[config.mk]
export PLATFORM = sky130hd
export DESIGN_NAME = flat_json_object_tokenizer
export DESIGN_NICKNAME = d
export VERILOG_FILES = /design/src/rtl/jsontok_pkg.sv /design/src/rtl/jsontok_parser.sv /design/src/rtl/flat_json_object_tokenizer.sv
export SDC_FILE = /design/constraint.sdc
export NUM_CORES = 1
export LEC_CHECK = 0
export BUFFER_PORTS_ARGS = -buffer_cell sky130_fd_sc_hd__buf_4
export CORE_ASPECT_RATIO = 0.9
export CORE_MARGIN = 5
export CORE_UTILIZATION = 40
export CTS_CLUSTER_DIAMETER = 60
export DETAILED_ROUTE_END_ITERATION = 16
export GPL_TIMING_DRIVEN = 1
export MAX_ROUTING_LAYER = met4
export PLACE_DENSITY = 0.64
export SYNTH_ARGS = -nofsm -noshare
export SYNTH_HDL_FRONTEND = slang
export SYNTH_SLANG_ARGS = --single-unit
[constraint.sdc]
create_clock -name clk -period 11.27 [get_ports clk]
set_clock_uncertainty 0.05 [all_clocks]
set_input_delay 1.6905 -clock clk [delete_from_list [all_inputs] [get_ports clk]]
set_output_delay 1.6905 -clock clk [all_outputs]
set_load 0.05 [all_outputs]
[src/rtl/jsontok_pkg.sv]
package jsontok_pkg;

  localparam int MAX_MSG_LEN_DEF = 65536;
  localparam int CNT_W = 16;
  localparam logic [CNT_W-1:0] CNT_MAX = '1;

  localparam logic [7:0] CH_NUL    = 8'h00;
  localparam logic [7:0] CH_LBRACE = 8'h7B;
  localparam logic [7:0] CH_QUOTE  = 8'h22;
  localparam logic [7:0] CH_COLON  = 8'h3A;
  localparam logic [7:0] CH_COMMA  = 8'h2C;
  localparam logic [7:0] CH_RBRACE = 8'h7D;
  localparam logic [7:0] CH_SPACE  = 8'h20;

  typedef enum logic [2:0] {
    ST_OUT  = 3'd0,
    ST_OBJ  = 3'd1,
    ST_KEY  = 3'd2,
    ST_AKEY = 3'd3,
    ST_VAL  = 3'd4,
    ST_AVAL = 3'd5
  } parse_state_t;

  typedef enum logic [1:0] {
    STAT_RUN = 2'd0,
    STAT_OK  = 2'd1,
    STAT_ERR = 2'd2
  } status_t;

  typedef enum logic [3:0] {
    ERR_NONE        = 4'd0,
    ERR_INCOMPLETE  = 4'd1,
    ERR_BRACE_IN    = 4'd2,
    ERR_QUOTE_AVAL  = 4'd3,
    ERR_QUOTE_OUT   = 4'd4,
    ERR_COLON       = 4'd5,
    ERR_CLOSE_BRACE = 4'd6,
    ERR_INVALID     = 4'd7,
    ERR_NO_BRACE    = 4'd8
  } err_t;

  typedef struct packed {
    logic [7:0]       data_byte;
    logic             key_byte_valid;
    logic             value_byte_valid;
    logic             key_done;
    logic             value_done;
    logic [CNT_W-1:0] string_length;
    logic [CNT_W-1:0] pair_number;
    status_t          status;
    err_t             error_code;
    logic [CNT_W-1:0] error_position;
  } res_t;

  function automatic logic [CNT_W-1:0] sat_inc(input logic [CNT_W-1:0] v);
    sat_inc = (v == CNT_MAX) ? v : v + 1'b1;
  endfunction

endpackage

[src/rtl/jsontok_parser.sv]
module jsontok_parser import jsontok_pkg::*; #(
  parameter int MAX_MESSAGE_LEN = MAX_MSG_LEN_DEF
) (
  input  logic       clk,
  input  logic       rst,
  input  logic       step,
  input  logic [7:0] in_byte,
  input  logic       in_last,
  output res_t       res
);

  localparam logic [CNT_W-1:0] PosCap = CNT_W'(MAX_MESSAGE_LEN - 1);

  parse_state_t     parse_state, parse_state_next;
  logic [CNT_W-1:0] byte_position, byte_position_next;
  logic [CNT_W-1:0] string_count, string_count_next;
  logic [CNT_W-1:0] pair_count, pair_count_next;
  status_t          message_over, message_over_next;
  err_t             held_error, held_error_next;
  logic [CNT_W-1:0] held_error_position, held_error_position_next;
  logic [CNT_W-1:0] last_nonspace_position, last_nonspace_position_next;
  logic             last_nonspace_was_brace, last_nonspace_was_brace_next;
  logic             seen_nonspace, seen_nonspace_next;

  err_t             err;
  logic             ended_ok, kdone, vdone, str_open, pair_inc;
  logic             running, in_string, str_data, nonspace;
  logic [CNT_W-1:0] err_position;

  assign running   = (message_over == STAT_RUN);
  assign in_string = (parse_state == ST_KEY) || (parse_state == ST_VAL);
  assign nonspace  = (in_byte != CH_SPACE);

  // next state decode
  always_comb begin
    parse_state_next = parse_state;
    err      = ERR_NONE;
    ended_ok = 1'b0;
    kdone    = 1'b0;
    vdone    = 1'b0;
    str_open = 1'b0;
    pair_inc = 1'b0;
    case (in_byte)
      CH_NUL: begin
        if (parse_state == ST_OUT) ended_ok = 1'b1;
        else err = ERR_INCOMPLETE;
      end
      CH_LBRACE: begin
        if (parse_state == ST_OUT) parse_state_next = ST_OBJ;
        else if (parse_state inside {ST_OBJ, ST_AKEY, ST_AVAL}) err = ERR_BRACE_IN;
      end
      CH_QUOTE: begin
        case (parse_state)
          ST_OBJ: begin
            parse_state_next = ST_KEY;
            str_open = 1'b1;
          end
          ST_KEY: begin
            parse_state_next = ST_AKEY;
            kdone = 1'b1;
          end
          ST_AKEY: begin
            parse_state_next = ST_VAL;
            str_open = 1'b1;
          end
          ST_VAL: begin
            parse_state_next = ST_AVAL;
            vdone = 1'b1;
          end
          ST_AVAL: err = ERR_QUOTE_AVAL;
          default: err = ERR_QUOTE_OUT;
        endcase
      end
      CH_COLON: begin
        if (parse_state inside {ST_OBJ, ST_AVAL}) err = ERR_COLON;
      end
      CH_COMMA: begin
        if (parse_state == ST_AVAL) begin
          pair_inc = 1'b1;
          parse_state_next = ST_OBJ;
        end
      end
      CH_RBRACE: begin
        if (parse_state == ST_AVAL) parse_state_next = ST_OUT;
        else if (!in_string) err = ERR_CLOSE_BRACE;
      end
      CH_SPACE: begin
      end
      default: begin
        if (!in_string) err = ERR_INVALID;
      end
    endcase
  end

  assign str_data = (err == ERR_NONE) && in_string && (parse_state_next == parse_state);
  assign err_position = ((in_byte == CH_NUL) && (byte_position != '0)) ?
                        byte_position - 1'b1 : byte_position;

  // counters and message status
  always_comb begin
    byte_position_next           = byte_position;
    string_count_next            = string_count;
    pair_count_next              = pair_count;
    message_over_next            = message_over;
    held_error_next              = held_error;
    held_error_position_next     = held_error_position;
    last_nonspace_position_next  = last_nonspace_position;
    last_nonspace_was_brace_next = last_nonspace_was_brace;
    seen_nonspace_next           = seen_nonspace;
    if (running) begin
      byte_position_next = (byte_position >= PosCap) ? PosCap : byte_position + 1'b1;
      if (str_open) string_count_next = '0;
      else if (str_data) string_count_next = sat_inc(string_count);
      if (pair_inc) pair_count_next = sat_inc(pair_count);
      if (nonspace) begin
        seen_nonspace_next           = 1'b1;
        last_nonspace_position_next  = byte_position;
        last_nonspace_was_brace_next = (in_byte == CH_RBRACE);
      end
      if (err != ERR_NONE) begin
        message_over_next        = STAT_ERR;
        held_error_next          = err;
        held_error_position_next = err_position;
      end else if (ended_ok) begin
        message_over_next = STAT_OK;
      end else if (in_last) begin
        if (!seen_nonspace_next) begin
          message_over_next        = STAT_ERR;
          held_error_next          = ERR_NO_BRACE;
          held_error_position_next = '0;
        end else if (!last_nonspace_was_brace_next) begin
          message_over_next        = STAT_ERR;
          held_error_next          = ERR_NO_BRACE;
          held_error_position_next = last_nonspace_position_next;
        end else begin
          message_over_next = STAT_OK;
        end
      end
    end
  end

  // result outputs
  always_comb begin
    res.data_byte        = in_byte;
    res.key_byte_valid   = running && str_data && (parse_state == ST_KEY);
    res.value_byte_valid = running && str_data && (parse_state == ST_VAL);
    res.key_done         = running && kdone;
    res.value_done       = running && vdone;
    res.string_length    = (running && (kdone || vdone)) ? string_count_next : '0;
    res.pair_number      = pair_count_next;
    res.status           = message_over_next;
    if (message_over_next == STAT_ERR) begin
      res.error_code     = held_error_next;
      res.error_position = held_error_position_next;
    end else begin
      res.error_code     = ERR_NONE;
      res.error_position = '0;
    end
  end

  // a last byte returns everything to the idle message state
  always_ff @(posedge clk) begin
    if (rst || (step && in_last)) begin
      parse_state             <= ST_OUT;
      byte_position           <= '0;
      string_count            <= '0;
      pair_count              <= '0;
      message_over            <= STAT_RUN;
      held_error              <= ERR_NONE;
      held_error_position     <= '0;
      last_nonspace_position  <= '0;
      last_nonspace_was_brace <= 1'b0;
      seen_nonspace           <= 1'b0;
    end else if (step) begin
      if (running) parse_state <= parse_state_next;
      byte_position           <= byte_position_next;
      string_count            <= string_count_next;
      pair_count              <= pair_count_next;
      message_over            <= message_over_next;
      held_error              <= held_error_next;
      held_error_position     <= held_error_position_next;
      last_nonspace_position  <= last_nonspace_position_next;
      last_nonspace_was_brace <= last_nonspace_was_brace_next;
      seen_nonspace           <= seen_nonspace_next;
    end
  end

endmodule

[src/rtl/flat_json_object_tokenizer.sv]
// flat json object tokenizer
// input stream: one message byte per transaction on s_axis_tdata, with
// s_axis_tlast on the final byte of the message.
// output stream: exactly one result transaction per input byte, in order.
// m_axis_tuser flags the byte as key data, value data or a closing quote;
// m_axis_tdata carries the byte, string length on a closing quote, pair
// number, status (running, finished ok, error) and the held error code and
// byte position.
// a result passes through the input register, then the state update into the
// result register, before it is offered.
// throughput: one byte per cycle while the receiver does not stall; the parse
// state update is a single short decode, so bytes flow back to back.
// when the receiver stalls, the result register holds and the input register
// still takes one more byte; s_axis_tready falls once both are full.
// reset clears both registers and returns the parser to the state of a new
// message; every last byte also returns it there.
module flat_json_object_tokenizer import jsontok_pkg::*; #(
  parameter int MAX_MESSAGE_LEN = MAX_MSG_LEN_DEF
) (
  input  logic        clk,
  input  logic        rst,
  input  logic        s_axis_tvalid,
  output logic        s_axis_tready,
  input  logic [7:0]  s_axis_tdata,  // in_byte
  input  logic        s_axis_tlast,
  output logic        m_axis_tvalid,
  input  logic        m_axis_tready,
  // data_byte, string_length, pair_number, status, error_code, error_position
  output logic [63:0] m_axis_tdata,
  // key_byte_valid, value_byte_valid, key_done, value_done
  output logic [3:0]  m_axis_tuser
);

  logic       in_valid;
  logic [7:0] in_byte;
  logic       in_last;
  logic       advance;
  res_t       res;
  res_t       out_res;

  assign advance       = in_valid && (!m_axis_tvalid || m_axis_tready);
  assign s_axis_tready = !in_valid || advance;

  always_ff @(posedge clk) begin
    if (rst) begin
      in_valid <= 1'b0;
    end else if (s_axis_tready) begin
      in_valid <= s_axis_tvalid;
    end
  end

  always_ff @(posedge clk) begin
    if (s_axis_tvalid && s_axis_tready) begin
      in_byte <= s_axis_tdata;
      in_last <= s_axis_tlast;
    end
  end

  jsontok_parser #(
    .MAX_MESSAGE_LEN(MAX_MESSAGE_LEN)
  ) u_parser (
    .clk     (clk),
    .rst     (rst),
    .step    (advance),
    .in_byte (in_byte),
    .in_last (in_last),
    .res     (res)
  );

  always_ff @(posedge clk) begin
    if (rst) begin
      m_axis_tvalid <= 1'b0;
    end else if (!m_axis_tvalid || m_axis_tready) begin
      m_axis_tvalid <= in_valid;
    end
  end

  always_ff @(posedge clk) begin
    if (advance) begin
      out_res <= res;
    end
  end

  assign m_axis_tdata = {2'b00, out_res.error_position, out_res.error_code, out_res.status,
                         out_res.pair_number, out_res.string_length, out_res.data_byte};
  assign m_axis_tuser = {out_res.value_done, out_res.key_done,
                         out_res.value_byte_valid, out_res.key_byte_valid};

  a_flags_exclusive: assert property (@(posedge clk) disable iff (rst)
    m_axis_tvalid |-> $onehot0(m_axis_tuser))
    else $error("more than one result flag set");

  a_error_code_status: assert property (@(posedge clk) disable iff (rst)
    m_axis_tvalid |-> ((out_res.status == STAT_ERR) == (out_res.error_code != ERR_NONE)))
    else $error("error code disagrees with status");

  a_length_only_on_done: assert property (@(posedge clk) disable iff (rst)
    (m_axis_tvalid && !out_res.key_done && !out_res.value_done) |->
      (out_res.string_length == '0))
    else $error("string length without closing quote");

  a_input_held: assert property (@(posedge clk) disable iff (rst)
    (in_valid && !advance) |=> (in_valid && $stable(in_byte) && $stable(in_last)))
    else $error("input register lost a waiting byte");

endmodule
==> results_dict.tcl <==
set metrics [dict create \
    status "completed" \
    p_sw_uw 368 \
    wl_met3_mm 1.24 \
    whs_ns 0.404 \
    first_global_vias 6336 \
    cts_resized 0 \
    cts_tree "done" \
    path_cells "buf_4 > nor2b_1 > nand2_1 > buf_4" \
    arrival_ns 2.41 \
    drv_cap 0 \
    grt-ovfl-total 0 \
    rsz0062_at_grt "false" \
    worst-path-buf-inv 2 \
    combPwrFrac_pct 10.3 \
    clockBufferDepth 2 \
    die-area_mm2 0.0242 \
    grt_pass1_wl_mm 33.6 \
    core_area_mm2 0.0208 \
    die_width_um 163 \
    synth_top_area_share_pct 26.6 \
    dp_hpwl_mm 13.9 \
    area_growth_pct 15.1 \
    synth_warnings 0 \
    ys_top_cells_by_area "edfxtp_1 (27%), dfxtp_1 (22%), nand2_1 (5.1%), a21oi_1 (4.3%), nor2_1 (3.9%)" \
    die_h_um 148 \
    cts_setup_buffers 0 \
    worstMarginPinSlew_ns 1.13 \
    finalHoldViolCount 0 \
    synthCells 927 \
    seq_area_frac_synth_pct 48.6 \
    grt_usage_pct 17.8 \
    final.min_clock_period_ns 4.15 \
    multi_input_area_mm2 0.00398 \
    wl_met2_mm 8.38 \
    syn_avg_cell_area_um2 9.12 \
    clock_sinks 168 \
    dominantRegCellSynth "dfxtp_1" \
    synth-seq-cells 168 \
    path_class "in2out" \
    n_fill_cell 1995 \
    internal_power_uw 1010 \
    p_total_uw 1380 \
    wire_per_inst_um 16.3 \
    ios 83 \
    worstPathRequired_ns 9.53 \
    drive_above_1_share_pct 15.0 \
    power_switching_share_pct 26.7 \
    p_per_area_mw_per_mm2 142 \
    syn_area_mm2 0.00846 \
    ctsRootBufferMaster "clkbuf_16" \
    portBuffers 80 \
    yosysUniqueCellTypes 68 \
    layout_commonest_cell "nand2_1" \
    critPathTopFamily "simple AND/OR/NAND/NOR gates" \
    slowest_stage "nor2b_1" \
    critPathLaunchType "primary input" \
    rows 50 \
    hold_class "reg2reg" \
    ff2ff_path_depth 7 \
    antenna_found_initial 0 \
    cp_max_fo 4 \
    grt_max_degree 49 \
    crit_top_cell "buf_4" \
    register_area_mm2 0.00411 \
    setup_viol_count_final 0 \
    irDropWorstVdd_mv 0.0930 \
    endpoint_kind "output port" \
    dr.pass1.iters 5 \
    max_stage_delay_ns 0.28 \
    fin_area_mm2 0.00974 \
    antenna_cells 0 \
    route.top_layer_used "met4" \
    slew_violations 0 \
    leakagePower_uw 0.00345 \
    most-common-layout-cells "nand2_1 (116), dfxtp_1 (93), nor2_1 (88)" \
    dpl-instance-area_mm2 0.00917 \
    holdPathStages 2 \
    clkPwrFrac_pct 41.3 \
    period_share_pct 36.8 \
    async_reset_ff_share_pct 0 \
    start_util_pct 40.6 \
    postRouteAntennaNets 0 \
    avgViaCountPerCell 5.46 \
    clkLatencyLatePin_ns 0.43 \
    cts_buffers 17 \
    wl_met1_mm 10.6 \
    cts_hold_buf 0 \
    path_depth 4 \
    h-tree-depth 4 \
    max_slew_margin_pct 24.1 \
    synth_edf_count 75 \
    place_congestion 0.897 \
    seq_power_share_pct 48.4 \
    first_iter_violations 604 \
    clock.fmax_ghz 0.241 \
    fin_nets 982 \
    remaining_drc_errors 0 \
    synth_largest_area_cell "edfxtp_1" \
    routed-via-count 6892 \
    wl_mm 20.6 \
    fin_tns_setup_ns 0 \
    path_clk_slew_ns 0.07 \
]
[power groups by stage]
stage | Clock [uW] | Combinational (uW) | Sequential, uW
3_5_place_dp | 0 | 142 | 680
6_report | 570 | 142 | 667
2_1_floorplan | 0 | 66.6 | 717
5_1_grt | 606 | 152 | 669
4_1_cts | 581 | 142 | 667
3_3_place_gp | 0 | 141 | 680
[area by class of cell]
class	instances	share of cell area [%]
clock inverter	13	1.23
clock buffer	19	4.65
inverter	20	0.784
timing repair buffer	85	6.55
tap	286	3.67
sequential	168	42.2
multi-input combinational	672	40.9
[path summary, 6_finish.rpt]
path | start | endpoint | slack (ns)
max | m_axis_tready | s_axis_tready | 7.12
min | u_parser.last_nonspace_position[6]$_SDFFE_PP0P_ | u_parser.last_nonspace_position[6]$_SDFFE_PP0P_ | 0.40
max reg2reg | in_byte[2]$_DFFE_PP_ | m_axis_tdata[46]$_SDFFCE_PP0P_ | 7.19
min reg2reg | u_parser.last_nonspace_position[6]$_SDFFE_PP0P_ | u_parser.last_nonspace_position[6]$_SDFFE_PP0P_ | 0.40
[worst min-delay path: stages, from the launching register on]
cell and delay [ns]:
dfxtp_1 0.31, nand2_1 0.05, a21oi_1 0.05
[stage by stage]
step	setup slack, ns	util (%)	instances
finish	7.12	46.7	1263
global route	6.79	46.7	1263
CTS	7.09	46.7	1263
detailed placement	6.67	44.0	1231
global placement	6.74	44.0	1231
floorplan	6.32	-	928
[layer usage]
layer	vias up	track usage [%]
met5	-	-
met1	3247	27.1
met4	0	4.65
li1	3421	-
met3	23	3.35
met2	201	24.0
[synthesized netlist by cell type (all sizes together) (3+ instances only)]
cell type  instances
a211oi            17
a21o               4
a21oi             73
a311oi             4
a31o               3
a31oi             13
a41oi              3
and2               7
and3              14
and4               7
buf               23
clkbuf            45
dfxtp             93
edfxtp            75
ha                 5
inv               20
mux2               4
mux2i             29
nand2            117
nand2b             9
nand3             50
nand3b             3
nand4             18
nor2              88
nor2b              4
nor3              19
nor4              12
nor4b              3
o211ai             9
o21ai             58
o22ai              3
or2                4
or3               17
or4                9
xnor2             27
xor2              21
[flip-flops by register name (all words and copies together), names as in the netlist, 8 cells and up]
register                         flops
u_parser.last_nonspace_position     16
u_parser.held_error_position        16
in_byte                              8
u_parser.byte_position              16
m_axis_tdata                        62
u_parser.pair_count                 16
u_parser.string_count               16
[cells by family (layout without fill, tap and decap cells)]
family                     after synthesis  count (layout)  synth area share, %
and+or+nand+nor                        384             384                 22.9
DFF                                    168             168                 48.6
other                                    1               2               0.0443
buffers and inverters                   88             137                 4.38
AOI/OAI and AO/OA                      200             200                 14.3
muxes                                   33              33                 3.96
adders and majority gates                5               5                0.740
xor gates and xnor gates                48              48                 4.97
(Power assumes the default switching activity.)
